===== config.mk =====
export PLATFORM = sky130hd
export DESIGN_NAME = rbas_ctrl
export DESIGN_NICKNAME = d
export VERILOG_FILES = /design/src/design/rbas_pkg.sv /design/src/design/rbas_ctrl.sv
export SDC_FILE = /design/constraint.sdc
export NUM_CORES = 1
export LEC_CHECK = 0
export BUFFER_PORTS_ARGS = -buffer_cell sky130_fd_sc_hd__clkbuf_2
export CELL_PAD_IN_SITES_DETAIL_PLACEMENT = 1
export CELL_PAD_IN_SITES_GLOBAL_PLACEMENT = 1
export CORE_ASPECT_RATIO = 1.4
export CORE_MARGIN = 2
export CORE_UTILIZATION = 40
export CTS_CLUSTER_SIZE = 28
export DETAILED_ROUTE_END_ITERATION = 8
export GPL_TIMING_DRIVEN = 1
export PLACE_DENSITY_LB_ADDON = 0.1
export SLEW_MARGIN = 15
export SYNTH_ARGS = -nofsm -noshare
export SYNTH_HDL_FRONTEND = slang
export SYNTH_SLANG_ARGS = --single-unit
export TNS_END_PERCENT = 5

===== constraint.sdc =====
create_clock -name clk -period 2.1 [get_ports clk]
set_input_delay 0.105 -clock clk [delete_from_list [all_inputs] [get_ports clk]]
set_output_delay 0.105 -clock clk [all_outputs]
set_load 0.02 [all_outputs]

===== src/design/rbas_pkg.sv =====
// Shared constants, types and helper functions for the block-average ASCII shader.
package rbas_pkg;

	localparam int MAX_WIDTH  = 4096;
	localparam int MAX_HEIGHT = 4096;
	localparam int MAX_BLOCK  = 64;
	localparam int NUM_SHADES = 10;

	// Configuration port
	localparam int CFG_DATA_W  = 13;
	localparam int CFG_IDX_W   = 2;
	localparam int BS_CFG_W    = 7;
	localparam logic [CFG_IDX_W-1:0] REG_FRAME_WIDTH  = 2'd0;
	localparam logic [CFG_IDX_W-1:0] REG_FRAME_HEIGHT = 2'd1;
	localparam logic [CFG_IDX_W-1:0] REG_BLOCK_SIZE   = 2'd2;

	// Datapath widths
	localparam int DIM_W   = CFG_DATA_W;
	localparam int COL_W   = $clog2(MAX_WIDTH);
	localparam int ROW_W   = $clog2(MAX_HEIGHT);
	localparam int BS_W    = $clog2(MAX_BLOCK + 1);
	localparam int CIB_W   = (MAX_BLOCK > 1) ? $clog2(MAX_BLOCK) : 1;
	localparam int N_W     = $clog2(MAX_BLOCK * MAX_BLOCK + 1);
	localparam int SUM_W   = 20;
	localparam int LUMA_W  = 8;
	localparam int LUMA_MAX = 255;
	localparam int COLOR_W = 8;
	localparam int WEIGHT_W = 16;
	localparam int LUMA_ACC_W = WEIGHT_W + COLOR_W + 2;
	localparam int GLYPH_W = 8;

	localparam logic [WEIGHT_W-1:0] W_RED   = 16'd19595;
	localparam logic [WEIGHT_W-1:0] W_GREEN = 16'd38470;
	localparam logic [WEIGHT_W-1:0] W_BLUE  = 16'd7471;

	// Shade thresholds: one per shade boundary
	localparam int NUM_THR  = NUM_SHADES - 1;
	localparam int SHADE_W  = $clog2(NUM_SHADES);
	localparam int DIV_STEPS = DIM_W;
	localparam int STEP_MAX = (DIV_STEPS > NUM_THR) ? DIV_STEPS : NUM_THR;
	localparam int STEP_W   = (STEP_MAX > 1) ? $clog2(STEP_MAX) : 1;

	localparam logic [GLYPH_W-1:0] GLYPH_CR = 8'd13;
	localparam logic [GLYPH_W-1:0] GLYPH_LF = 8'd10;

	typedef enum logic [1:0] {
		SEL_SHADE,
		SEL_CR,
		SEL_LF
	} glyph_sel_t;

	typedef struct packed {
		logic              div_load;
		logic              div_step;
		logic              dims_load;
		logic              thr_step;
		logic [STEP_W-1:0] step;
		logic              pix_read;
		logic              luma_load;
		logic              accum;
		logic              out_load;
		glyph_sel_t        out_sel;
	} cmd_t;

	typedef struct packed {
		logic emit;      // current pixel closes a whole block
		logic eol;       // latched: that block ends its block row
		logic out_free;  // output register can take a result
	} status_t;

	// Smallest average that reaches shade (step+1): ceil(255*k/NUM_SHADES)
	function automatic logic [LUMA_W-1:0] thr_level(input logic [STEP_W-1:0] step);
		logic [LUMA_W-1:0] t;
		t = '0;
		for (int k = 1; k <= NUM_THR; k++) begin
			if (step == STEP_W'(k - 1)) begin
				t = LUMA_W'((LUMA_MAX * k + NUM_SHADES - 1) / NUM_SHADES);
			end
		end
		return t;
	endfunction

	function automatic logic [GLYPH_W-1:0] shade_glyph(input logic [SHADE_W-1:0] shade);
		logic [GLYPH_W-1:0] g;
		case (shade)
			4'd0: g = 8'h23;    // '#'
			4'd1: g = 8'h24;    // '$'
			4'd2: g = 8'h4F;    // 'O'
			4'd3: g = 8'h3D;    // '='
			4'd4: g = 8'h2B;    // '+'
			4'd5: g = 8'h7C;    // '|'
			4'd6: g = 8'h2D;    // '-'
			4'd7: g = 8'h5E;    // '^'
			4'd8: g = 8'h2E;    // '.'
			default: g = 8'h20; // ' '
		endcase
		return g;
	endfunction

endpackage


===== src/design/rbas_ctrl.sv =====
// Controller: setup sequencing after reset/config and per-pixel sequencing.
module rbas_ctrl (
	input  logic                  clk,
	input  logic                  arst_n,
	input  logic                  cfg_we,
	input  logic                  pix_valid,
	output logic                  pix_ready,
	input  rbas_pkg::status_t     status,
	output rbas_pkg::cmd_t        cmd
);
	typedef enum logic [9:0] {
		S_SETUP_LOAD = 10'b0000000001,
		S_SETUP_DIV  = 10'b0000000010,
		S_SETUP_DIMS = 10'b0000000100,
		S_SETUP_THR  = 10'b0000001000,
		S_IDLE       = 10'b0000010000,
		S_LUMA       = 10'b0000100000,
		S_ACCUM      = 10'b0001000000,
		S_CHAR       = 10'b0010000000,
		S_CR         = 10'b0100000000,
		S_LF         = 10'b1000000000
	} state_t;

	state_t                      state_q, state_d;
	logic [rbas_pkg::STEP_W-1:0] step_q, step_d;

	always_ff @(posedge clk or negedge arst_n) begin
		if (!arst_n) begin
			state_q <= S_SETUP_LOAD;
			step_q  <= '0;
		end else begin
			state_q <= state_d;
			step_q  <= step_d;
		end
	end

	always_comb begin
		state_d   = state_q;
		step_d    = step_q;
		cmd       = '0;
		cmd.step  = step_q;
		cmd.out_sel = rbas_pkg::SEL_SHADE;
		pix_ready = 1'b0;
		case (state_q)
			S_SETUP_LOAD: begin
				cmd.div_load = 1'b1;
				step_d  = '0;
				state_d = S_SETUP_DIV;
			end
			S_SETUP_DIV: begin
				cmd.div_step = 1'b1;
				if (step_q == rbas_pkg::STEP_W'(rbas_pkg::DIV_STEPS - 1)) begin
					step_d  = '0;
					state_d = S_SETUP_DIMS;
				end else begin
					step_d = step_q + 1'b1;
				end
			end
			S_SETUP_DIMS: begin
				cmd.dims_load = 1'b1;
				step_d  = '0;
				state_d = S_SETUP_THR;
			end
			S_SETUP_THR: begin
				cmd.thr_step = 1'b1;
				if (step_q == rbas_pkg::STEP_W'(rbas_pkg::NUM_THR - 1)) begin
					step_d  = '0;
					state_d = S_IDLE;
				end else begin
					step_d = step_q + 1'b1;
				end
			end
			S_IDLE: begin
				pix_ready = !cfg_we;
				if (pix_valid && !cfg_we) begin
					cmd.pix_read = 1'b1;
					state_d = S_LUMA;
				end
			end
			S_LUMA: begin
				cmd.luma_load = 1'b1;
				state_d = S_ACCUM;
			end
			S_ACCUM: begin
				cmd.accum = 1'b1;
				state_d = status.emit ? S_CHAR : S_IDLE;
			end
			S_CHAR: begin
				if (status.out_free) begin
					cmd.out_load = 1'b1;
					cmd.out_sel  = rbas_pkg::SEL_SHADE;
					state_d = status.eol ? S_CR : S_IDLE;
				end
			end
			S_CR: begin
				if (status.out_free) begin
					cmd.out_load = 1'b1;
					cmd.out_sel  = rbas_pkg::SEL_CR;
					state_d = S_LF;
				end
			end
			S_LF: begin
				if (status.out_free) begin
					cmd.out_load = 1'b1;
					cmd.out_sel  = rbas_pkg::SEL_LF;
					state_d = S_IDLE;
				end
			end
			default: begin
				state_d = S_SETUP_LOAD;
			end
		endcase
		// any register write reruns the setup with the new values
		if (cfg_we) begin
			state_d = S_SETUP_LOAD;
			step_d  = '0;
		end
	end

	a_single_accept: assert property (@(posedge clk) disable iff (!arst_n)
		(pix_valid && pix_ready) |=> !pix_ready)
		else $error("pixel request accepted while previous one in flight");

	a_lf_after_cr: assert property (@(posedge clk) disable iff (!arst_n)
		(state_q == S_LF) |-> ($past(state_q) == S_CR || $past(state_q) == S_LF))
		else $error("LF issued without preceding CR");
endmodule


-- After elaboration in Yosys (flattened, before gate mapping)
Index checks and enable logic that the tools add are counted.
Widths: inputs -> output; s select.
- flip-flop bits (word level): 14
- word-level logic and storage cells: 53
- output and inout bits: 15
- add/sub/neg operators: 1
- reduce and logical (&&, ||, !) cells: 5
- eq/ne operators: 18
- mux-type cells: 27
- operators by type and width (operator ; number):
    $pmux 10 s10 ; 1
    $mux 10 ; 7
    $ne 3x3->1 const B ; 6
    $mux 4 ; 3
    $pmux 4 s3 ; 1
    $eq 10x1->1 const B ; 1
    $eq 10x10->1 const B ; 1
    $eq 10x2->1 const B ; 1
    $eq 10x3->1 const B ; 1
    $eq 10x4->1 const B ; 1
    $eq 10x5->1 const B ; 1
    $eq 10x6->1 const B ; 1
    $eq 10x7->1 const B ; 1
    $eq 10x8->1 const B ; 1
    $eq 10x9->1 const B ; 1
    $mux 1 ; 9
    $mux 3 ; 3
    $mux 9 ; 1
    $pmux 3 s3 ; 1
    $eq 4x4->1 const B ; 2
    $mux 8 ; 1
    $reduce_and 6->1 ; 1
    $add 4x1->4 const B ; 1
    $reduce_bool 4->1 ; 1
    3 further kinds ; 3

-- Depth between registers and ports, before layout
Gate-level depths: netlist of the first run.
- depth after elaboration: 5
- depth in mapped cells: 6
- depth with buffers taken out: 6

-- Worst setup path before layout of the first run
Ideal clock, no wire load.
- path type: register to register
- start point: reg state_q[2]
- end point: reg state_q[6]
- data arrival time: 1.982 ns
- path buffers: 0
- clock period less this slack: 2.053 ns
- cell stages (with the launch flop): 5
- setup slack: 0.047 ns
- data required time: 2.030 ns
- path through: dfrtp_1 nor4_4 nand2_2 nor4b_1 and2_1
- longest elaborated chain between the ends: 3
- RTL lines (item ; line ; source):
    start: declaration ; rbas_ctrl.sv:24 ; state_t state_q, state_d;
    start signal: assignment ; rbas_ctrl.sv:32 ; state_q <= state_d;
    $eq 10x10->1 (tied with other cells) ; rbas_ctrl.sv:44 ; case (state_q)
    $pmux 10 s10 or $ne 3x3->1 (tied branches) ; - ;
    $mux 10 or $reduce_and 6->1 (tied branches) ; - ;
Several ways; a longest one is shown, not always the timed one.
A chain may end at the register's enable or synchronous reset.

==> metrics.csv, run 1 <==
stage,metric,value,unit
cells_and_area,drive_gt1_share,35.29,%
yosys,ys_warn_count,0,
clock_network,cts-buffers-inserted,3,
routing,wl_per_cell,16.25,um
critical_path,timing.rr.start,state_q[4]$_DFFE_PN0P_,
floorplan,core_area,0.002444,sq mm
critical_path,worstPathArrival,1.92,ns
sta,post-route-period-util,96.52,%
clock_network,cts_sinks,14,
routing,dr.pass1.iters,3,
cells_and_area,final_nets,146,
sta,slew_viol_final,0,
floorplan,die_x,47.19,um
critical_path,start_kind,register,
placement,finalWeightedCongestion,0.8144,
routing,wl,2762,um
clock_network,clk_latency,0.28,ns
yosys,synth_ff_type,dfrtp_1,
yosys,syn_area,0.001045,sq mm
sta,fin_crit,2.027,ns
placement,dpl_worst_slack,0.1370,ns
critical_path,cp_max_fo,7,
sta,max_freq,493.4,MHz
routing,vias,945,
pwr,vdd_ir_drop_max,0.0004170,V
sta,fin_hold_ws,0.04567,ns
sta,rsz0062_at_grt,true,
floorplan,die_y,64.47,um
cells_and_area,n_antenna_cell,0,
critical_path,ff2ff_setup_slack,0.11,ns
placement,portBuffers,21,
routing,ant_nets,0,
floorplan,rows,21,
critical_path,reg2reg_to,state_q[8]$_DFFE_PN0P_,
floorplan,num_io_pins,22,
cells_and_area,instances_no_fill,170,
clock_network,cts_buffer_depth,2,
yosys,synth_edf_count,0,
cells_and_area,final_common_cell,clkbuf_2,
global_route,grtUsageTotal,21.22,%
clock_network,cts_tree,yes,
critical_path,endpoint_kind,output port,
yosys,synth_top_area_share,31.14,%
sta,setup_ws,0.07313,ns
hold_path,min_to,state_q[7]$_DFFE_PN0P_,
floorplan,initial_core_util,42.75,%
yosys,synthCells,112,
cells_and_area,final_util,51.77,%
yosys,ys_types,45,
hold_path,hp-start,status[2],
cells_and_area,syn_to_final_growth,21.08,%
clock_network,h-tree-depth,1,
critical_path,worstSetupPathType,register to output port,
global_route,grt_pass1_vias,999,
global_route,antenna_found_initial,0,
run,cap_viol_max_count,0,
routing,vias_per_cell,5.559,
sta,setup_violations,0,
yosys,ys_seq_area_share,33.65,%
placement,dp.cells,161,
floorplan,dieArea,0.003042,sq mm
sta,hold_violations,0,
hold_path,min_path_type,primary input to register,
global_route,grt_overflow,0,
pwr,powerDensity,764.3,mW/mm^2
yosys,avgSynthCellArea,9.328,sq um
placement,dp_hpwl,2074,um
cells_and_area,most-common-layout-cells,"clkbuf_2, dfrtp_1, nor2_1",
sta,tightest_slew,0.4646,ns
yosys,netlist_top_cells_area,"dfrtp_1, nor2_1, xor2_1",
critical_path,r2r_cells,5,
routing,drtIter0Drc,14,
routing,drcViolationCount,0,
global_route,grt_max_degree,15,
yosys,ys_seq_elements,14,
clock_network,clk_pin_slew,0.09,ns
global_route,grt_pass1_wl,4678,um
critical_path,required,2.00,ns
outcome,status,completed,
yosys,async_flop_share,100.0,%
sta,maxSlewHeadroom,68.94,%
clock_network,cts-root-buf,clkbuf_4,
yosys,yosysTopAreaCell,dfrtp_1,
sta,finalClockSkew,0.005477,ns
pwr,total_power,966.8,uW
yosys,synth_nets,121,
pwr,leakagePower,0.0005756,uW
hold_path,hold_depth,3,
cells_and_area,fill_cells,309,
cells by family after synthesis:
logic type	count (synthesis)	synth area share, %
and+or+nand+nor	53	34.73
muxes	3	3.233
AOI/OAI and AO/OA	24	17.61
buffers and inverters	11	4.191
DFF	14	33.65
adders and majority gates	2	2.395
xor gates and xnor gates	5	4.191
through the flow:
| step | setup TNS [ns] | instance area (sq um) |
|---|---|---|
| after floorplan | 0 | 1045 |
| after global placement | 0 | 1167 |
| after detailed placement | 0 | 1167 |
| after CTS | 0 | 1214 |
| after global routing | -0.1023 | 1265 |
| final | 0 | 1265 |
synth_stat cells (2+ instances only):
library cell and instances:
nor3_2 2, o2111ai_1 2, nor3b_1 3, and2_1 3
dfrtp_1 13, nor2_1 10, nor4b_2 2, inv_1 5
nand2_1 8, nor4b_1 3, a21oi_1 6, a211oi_1 2
mux2i_1 2, o21ai_0 3, nand3_1 2, buf_2 2
clkbuf_1 4, xor2_1 4, nor4_1 2, o22ai_1 2
and3_1 4, ha_1 2, nor3_1 4
layout make-up:
class                           instances  area (sq um)  share of cell area (%)
Multi-Input combinational cell         87         669.4                   52.92
Sequential cell                        14         352.8                   27.89
Timing Repair Buffer                   26         145.1                   11.47
Tap cell                               34         42.54                   3.363
Clock buffer                            4         36.28                   2.868
Inverter                                5         18.77                   1.484
layer usage:
metal  up-vias  global-route usage [%]  share of wire, %
li1        464                       -                 -
met1       456                   26.44                43
met2        19                   35.27                53
met3         6                   2.507               2.5
met4         0                   9.028               1.8
met5         -                       0                 0
worst max path at each step:
stage | startpoint | to | slack, ns | cells past startpoint
final | state_q[4]$_DFFE_PN0P_ | cmd[1] | 0.07 | 4
after global routing | state_q[1]$_DFFE_PN0P_ | cmd[0] | -0.05 | 6
after CTS | state_q[3]$_DFFE_PN0P_ | cmd[4] | 0.005 | 4
after detailed placement | state_q[2]$_DFFE_PN0P_ | state_q[8]$_DFFE_PN0P_ | 0.14 | 5
after global placement | state_q[2]$_DFFE_PN0P_ | state_q[8]$_DFFE_PN0P_ | 0.17 | 5
after floorplan | state_q[2]$_DFFE_PN0P_ | state_q[6]$_DFFE_PN0P_ | 0.05 | 4
timing repair:
action                                  CTS  global route
cloned                                    0             0
hold buffers                              1             0
endpoints found under the setup margin    1             9
gates resized for setup                   0             4
hold endpoints to repair                 13             0
setup buffers                             0             4
pin swaps                                 1             2
power breakdown:
part / internal (uW) / total (uW) / leakage (uW) / switching [uW]
clock network: 106 / 200 / 0.0000210 / 94.4
logic: 172 / 394 / 0.000365 / 222
registers: 303 / 373 / 0.000189 / 70.0
total: 580 / 967 / 0.000576 / 387
sequential cells by signal, summed over array words and instances, names as in the netlist:
| signal | cells |
|---|---|
| state_q | 10 |
| step_q | 4 |
worst max-delay path, stage by stage (launching register included):
cell,delay (ns)
dfrtp_1,0.50
or3_1,0.44
nor3b_1,0.29
and4b_1,0.24
clkbuf_2,0.17
Power figures use the tool's default switching activity.
==> inputs of run 2 (changes only) <==
--- a/config.mk
+++ b/config.mk
@@ -5,12 +5,13 @@
 export SDC_FILE = /design/constraint.sdc
 export NUM_CORES = 1
 export LEC_CHECK = 0
+export ABC_AREA = 1
 export BUFFER_PORTS_ARGS = -buffer_cell sky130_fd_sc_hd__clkbuf_2
 export CELL_PAD_IN_SITES_DETAIL_PLACEMENT = 1
 export CELL_PAD_IN_SITES_GLOBAL_PLACEMENT = 1
 export CORE_ASPECT_RATIO = 1.4
 export CORE_MARGIN = 2
-export CORE_UTILIZATION = 40
+export CORE_UTILIZATION = 39
 export CTS_CLUSTER_SIZE = 28
 export DETAILED_ROUTE_END_ITERATION = 8
 export GPL_TIMING_DRIVEN = 1
==> run 2 against run 1 <==
  * Global-route usage rose by 2.9 points
  * First-iteration DRC count rose by 86%
  * Flip-flop and latch count did not move
  * Synthesized cell count rose by 63%
  * Register-to-register slack improved by 0.11 ns
  * Maximum frequency rose by 8.1%
  * Critical path depth rose by 6
  * Largest power group unchanged
  * Clock power rose by 39%
==> metrics.csv, run 2 <==
stage,metric,value,unit
outcome,status,completed,
critical_path,worstPathArrival,2.05,ns
run,cap_viol_max_count,0,
sta,rsz0062_at_grt,false,
placement,finalWeightedCongestion,0.8373,
routing,vias,1285,
cells_and_area,top_register,state_q,
critical_path,max_stage_delay,0.45,ns
floorplan,die_y,71.05,um
yosys,synth_edf_count,0,
routing,drtIter0Drc,26,
cells_and_area,largest_reg_flops,10,
clock_network,clk_latency,0.25,ns
floorplan,initial_core_util,40.49,%
yosys,syn_area,0.001252,sq mm
global_route,grt_pass1_wl,6775,um
sta,post-route-period-util,89.30,%
sta,setup_tns,0,ns
yosys,synth_nets,192,
placement,dp.cells,243,
yosys,synth_top_area_share,25.97,%
yosys,ys_types,32,
cells_and_area,drive_gt1_share,29.19,%
critical_path,crit_slowest_cell,dfrtp_1,
cells_and_area,final_common_cell,nand2_1,
global_route,antenna_found_initial,0,
routing,vias_per_cell,5.181,
yosys,netlist_top_cells_area,"dfrtp_1, nand2_1, inv_1",
routing,wl,3946,um
placement,portBuffers,21,
sta,hold_violations,0,
yosys,async_flop_share,100.0,%
clock_network,cts_setup_buffers,0,
critical_path,cp_max_fo,5,
cells_and_area,most-common-layout-cells,"nand2_1, inv_1, nor2_1",
routing,dr.pass1.iters,4,
global_route,grt_overflow,0,
cells_and_area,final_nets,219,
critical_path,endpoint_kind,register,
critical_path,cp_cell_sequence,inv_1 > ha_1 > nand3_2 > nand3_1 > nand2_1 > nor2_4 > nand2_2 > nor2_4 > nand2_2 > nor2_1,
clock_network,cts-root-buf,clkbuf_8,
global_route,grtUsageTotal,24.14,%
global_route,grt_max_degree,15,
clock_network,cts_sinks,14,
yosys,ys_warn_count,0,
placement,dpl_worst_slack,0.2505,ns
routing,drcViolationCount,0,
pwr,vdd_ir_drop_max,0.0005857,V
sta,fin_hold_ws,0.1586,ns
cells_and_area,fill_cells,426,
hold_path,min_path_type,primary input to register,
yosys,avgSynthCellArea,6.844,sq um
sta,tightest_slew,0.4120,ns
yosys,synthMostInstantiatedCell,nand2_1,
floorplan,num_io_pins,22,
floorplan,dieArea,0.003687,sq mm
yosys,synthTopCellsByCount,"nand2_1, inv_1, nor2_1, nand3_1, dfrtp_1",
placement,dp_hpwl,3171,um
pwr,powerDensity,864.1,mW/mm^2
sta,setup_violations,0,
pwr,leakagePower,0.0008182,uW
sta,max_freq,533.2,MHz
cells_and_area,top_regs,"state_q (10), step_q (4)",
yosys,synth_ff_type,dfrtp_1,
sta,fin_crit,1.875,ns
cells_and_area,syn_to_final_growth,18.08,%
clock_network,h-tree-depth,1,
critical_path,required,2.28,ns
yosys,ys_seq_elements,14,
global_route,grt_pass1_vias,1409,
floorplan,rows,24,
sta,maxSlewHeadroom,72.53,%
cells_and_area,n_antenna_cell,0,
sta,slew_viol_final,0,
clock_network,cts_buffer_depth,2,
yosys,yosysTopAreaCell,dfrtp_1,
floorplan,core_area,0.003093,sq mm
critical_path,start_kind,register,
critical_path,worstSetupPathType,register to register,
sta,finalClockSkew,0.01003,ns
yosys,synthCells,183,
cells_and_area,instances_no_fill,248,
cells_and_area,final_util,47.82,%
clock_network,cts_tree,yes,
yosys,ys_seq_area_share,28.07,%
floorplan,die_x,51.90,um
routing,ant_nets,0,
routing,wl_per_cell,15.91,um
sta,setup_ws,0.2247,ns
clock_network,cts-buffers-inserted,3,
clock_network,clk_pin_slew,0.07,ns
[run 2: cell types whose count changed in the layout (fill, tap and decap cells not counted), sizes merged, moves of 5 or more]
cell	delta
nor2	+28
and3	-5
nand4	+11
nand3	+18
inv	+24
nor4b	-6
nand2	+41
[run 2: worst max-delay path, delay by kind of cell, from the launching register on]
family        cells  cell delay [ns]
simple gates      8             0.99
flops             1             0.45
fa+ha+maj         1             0.21
buf+inv           1             0.16
[run 2: logic make-up (layout without fill, tap and decap cells)]
group,Yosys count,count (layout),share of synthesized area (%)
flops,14,14,28.07
xor+xnor,1,1,0.6994
simple gates,126,126,53.95
compound gates,9,9,5.395
fa+ha+maj,2,2,1.998
buf+inv,31,57,9.890
[run 2: final cells by class]
class	instances	area, sq um	share of cell area (%)
repair buffers	24	130.1	8.799
multi-input cells	138	782.0	52.88
inverters	29	111.4	7.530
clock buffers	4	55.05	3.723
flip-flops and latches	14	351.6	23.77
well taps	39	48.80	3.299
[run 2: path summary, 6_finish.rpt]
check / start / cells after the start / slack, ns / end
max: step_q[0]$_DFFE_PN0P_ / 10 / 0.22 / state_q[6]$_DFFE_PN0P_
min: status[0] / 4 / 0.16 / state_q[8]$_DFFE_PN0P_
max reg2reg: step_q[0]$_DFFE_PN0P_ / 10 / 0.22 / state_q[6]$_DFFE_PN0P_
min reg2reg: state_q[7]$_DFFE_PN0P_ / 2 / 0.55 / state_q[7]$_DFFE_PN0P_
max in group asynchronous: arst_n / 2 / 1.46 / state_q[0]$_DFFE_PN1P_
min in group asynchronous: arst_n / 2 / 0.31 / state_q[4]$_DFFE_PN0P_
[run 2: through the flow]
| stage | cell area (sq um) | total power [uW] |
|---|---|---|
| after floorplan | 1252 | 827.6 |
| after global routing | 1479 | 1375 |
| after global placement | 1409 | 969.4 |
| after detailed placement | 1409 | 994.2 |
| after CTS | 1474 | 1285 |
| final | 1479 | 1278 |
[run 2: what timing repair did]
item / 4_1_cts / 5_1_grt
endpoints found under the setup margin: 0 / 2
hold buffers: 1 / 0
hold endpoints to repair: 13 / 0
gates resized for setup: 0 / 1
[run 2: layer usage]
metal,track usage (%),part of all wire (%)
met3,2.532,1.9
met2,47.26,58
met1,26.18,39
met4,6.140,1.4
met5,0,0
[run 2: where the power goes]
group / internal [uW] / leakage (uW) / switching (uW) / total (uW)
clock network: 166 / 0.0000288 / 111 / 278
logic: 198 / 0.000599 / 434 / 632
registers: 312 / 0.000190 / 55.4 / 368
==> inputs of run 3 (changes only) <==
--- a/config.mk
+++ b/config.mk
@@ -7,6 +7,7 @@
 export LEC_CHECK = 0
 export ABC_AREA = 1
 export BUFFER_PORTS_ARGS = -buffer_cell sky130_fd_sc_hd__clkbuf_2
+export CAP_MARGIN = 20
 export CELL_PAD_IN_SITES_DETAIL_PLACEMENT = 1
 export CELL_PAD_IN_SITES_GLOBAL_PLACEMENT = 1
 export CORE_ASPECT_RATIO = 1.4
@@ -14,7 +15,7 @@
 export CORE_UTILIZATION = 39
 export CTS_CLUSTER_SIZE = 28
 export DETAILED_ROUTE_END_ITERATION = 8
-export GPL_TIMING_DRIVEN = 1
+export GPL_TIMING_DRIVEN = 0
 export PLACE_DENSITY_LB_ADDON = 0.1
 export SLEW_MARGIN = 15
 export SYNTH_ARGS = -nofsm -noshare
==> run 3 against run 2 <==
  * Combinational power down 0.8%
  * Cell count down 0.40%
  * Count of clock-buffer cells in the layout unchanged
  * Clock skew down 0.0062 ns
  * Highest routed layer unchanged
  * Core utilization down 0.40 points
  * Power down 1.2%
  * Die area unchanged
  * Cell area down 0.85%
  * Largest cell class unchanged
  * Non-clock buffer count down 1
  * Sequential share of layout area up 0.20 points
  * Routed wire length down 5.7%
==> metrics.csv, run 3 (synthesis gave the netlist of run 2 again) <==
stage,metric,value,unit
critical_path,required,2.00,ns
clock_network,h-tree-depth,1,
pwr,leakagePower,0.0008138,uW
placement,postPlaceCellArea,0.001401,sq mm
critical_path,endpoint_kind,output port,
sta,setup_tns,0,ns
hold_path,min_path_type,primary input to register,
clock_network,cts_buffer_depth,2,
floorplan,num_io_pins,22,
global_route,grt_max_degree,15,
cells_and_area,n_antenna_cell,0,
sta,slew_viol_final,0,
cells_and_area,final_util,47.41,%
critical_path,cp_max_fo,4,
clock_network,cts_setup_buffers,0,
clock_network,cts_tree,yes,
placement,dp_hpwl,3065,um
global_route,grt_pass1_wl,6520,um
critical_path,ff2ff_setup_slack,0.26,ns
sta,maxSlewHeadroom,73.46,%
placement,finalWeightedCongestion,0.7781,
critical_path,worstPathArrival,1.78,ns
cells_and_area,final_nets,218,
global_route,grtUsageTotal,23.18,%
global_route,antenna_found_initial,0,
routing,wl_per_cell,15.06,um
sta,setup_ws,0.2143,ns
routing,ant_nets,0,
pwr,vdd_ir_drop_max,0.0004611,V
floorplan,die_x,51.90,um
cells_and_area,multiInputGateArea,777.0,sq um
clock_network,clk_pin_slew,0.07,ns
cells_and_area,most-common-layout-cells,"nand2_1, inv_1, nor2_1",
sta,post-route-period-util,89.79,%
cells_and_area,syn_to_final_growth,17.08,%
clock_network,cts_sinks,14,
cells_and_area,largest_reg_flops,10,
cells_and_area,final_area,0.001466,sq mm
critical_path,worstSetupPathType,register to output port,
outcome,status,completed,
sta,hold_violations,0,
critical_path,start_kind,register,
pwr,powerDensity,860.8,mW/mm^2
floorplan,rows,24,
routing,drcViolationCount,0,
cells_and_area,drive_gt1_share,28.37,%
routing,vias,1300,
cells_and_area,top_register,state_q,
clock_network,cts-root-buf,clkbuf_8,
cells_and_area,fill_cells,434,
run,cap_viol_max_count,0,
floorplan,die_y,71.05,um
clock_network,cts-buffers-inserted,3,
clock_network,cts.repair.resized,0,
floorplan,dieArea,0.003687,sq mm
floorplan,initial_core_util,40.49,%
floorplan,core_area,0.003093,sq mm
clock_network,clk_latency,0.25,ns
placement,portBuffers,20,
sta,rsz0062_at_grt,false,
clock_network,ctsHoldBuffers,1,
cells_and_area,layout.area.seq,351.6,sq um
sta,tightest_slew,0.3982,ns
sta,setup_violations,0,
routing,wl,3720,um
sta,fin_hold_ws,0.1555,ns
cells_and_area,final_common_cell,nand2_1,
routing,vias_per_cell,5.263,
global_route,grt_overflow,0,
global_route,grt_pass1_vias,1420,
routing,drtIter0Drc,14,
sta,max_freq,530.3,MHz
cells_and_area,top_regs,"state_q (10), step_q (4)",
routing,dr.pass1.iters,4,
placement,dpl_worst_slack,0.2749,ns
sta,finalClockSkew,0.003857,ns
sta,fin_crit,1.886,ns
[run 3: cell count changes in the layout (fill, tap and decap cells not counted), sizes merged]
cell    change
clkbuf      -1
[run 3: layer usage]
metal | GRT usage [%] | wire [um] | share of wire [%] | vias up
met4 | 4.971 | 38 | 1.0 | 0
met2 | 47.40 | 2205 | 59 | 17
li1 | - | - | - | 633
met3 | 2.532 | 79 | 2.1 | 4
met1 | 23.61 | 1395 | 38 | 646
met5 | 0 | 0 | 0 | -
[run 3: metrics by stage]
stage	total power, uW	instances
final	1262	247
after global routing	1366	247
after CTS	1277	247
after detailed placement	995.6	242
after global placement	969.5	242
after floorplan	827.6	183
[run 3: path summary, 6_finish.rpt]
kind,from,to,depth (start not counted)
max in group asynchronous,arst_n,state_q[0]$_DFFE_PN1P_,2
worst max-delay path,state_q[2]$_DFFE_PN0P_,cmd[5],6
worst min register to register,state_q[7]$_DFFE_PN0P_,state_q[7]$_DFFE_PN0P_,2
worst min-delay path,status[0],state_q[8]$_DFFE_PN0P_,4
min in group asynchronous,arst_n,state_q[9]$_DFFE_PN0P_,2
worst max register to register,step_q[0]$_DFFE_PN0P_,state_q[5]$_DFFE_PN0P_,10
[run 3: power breakdown]
| group | total, uW | switching, uW | internal, uW |
|---|---|---|---|
| Combinational | 627 | 429 | 198 |
| Sequential | 361 | 48.4 | 312 |
| Clock | 274 | 108 | 166 |
| Total | 1260 | 585 | 677 |
[run 3: area by class of cell]
type                            count  share of cell area (%)
Clock buffer                        4                   3.754
Multi-Input combinational cell    138                   52.99
Sequential cell                    14                   23.98
Tap cell                           39                   3.328
Buffer                              2                  0.8532
Inverter                           29                   7.594
Timing Repair Buffer               21                   7.509
[run 3: worst max-delay path, cell delays in order (launching register included)]
cell and delay, ns:
dfrtp_1 0.42, nor2_2 0.26, nand2_2 0.11, nor2_2 0.17, nand2_1 0.14, nor3_1 0.22, clkbuf_2 0.22
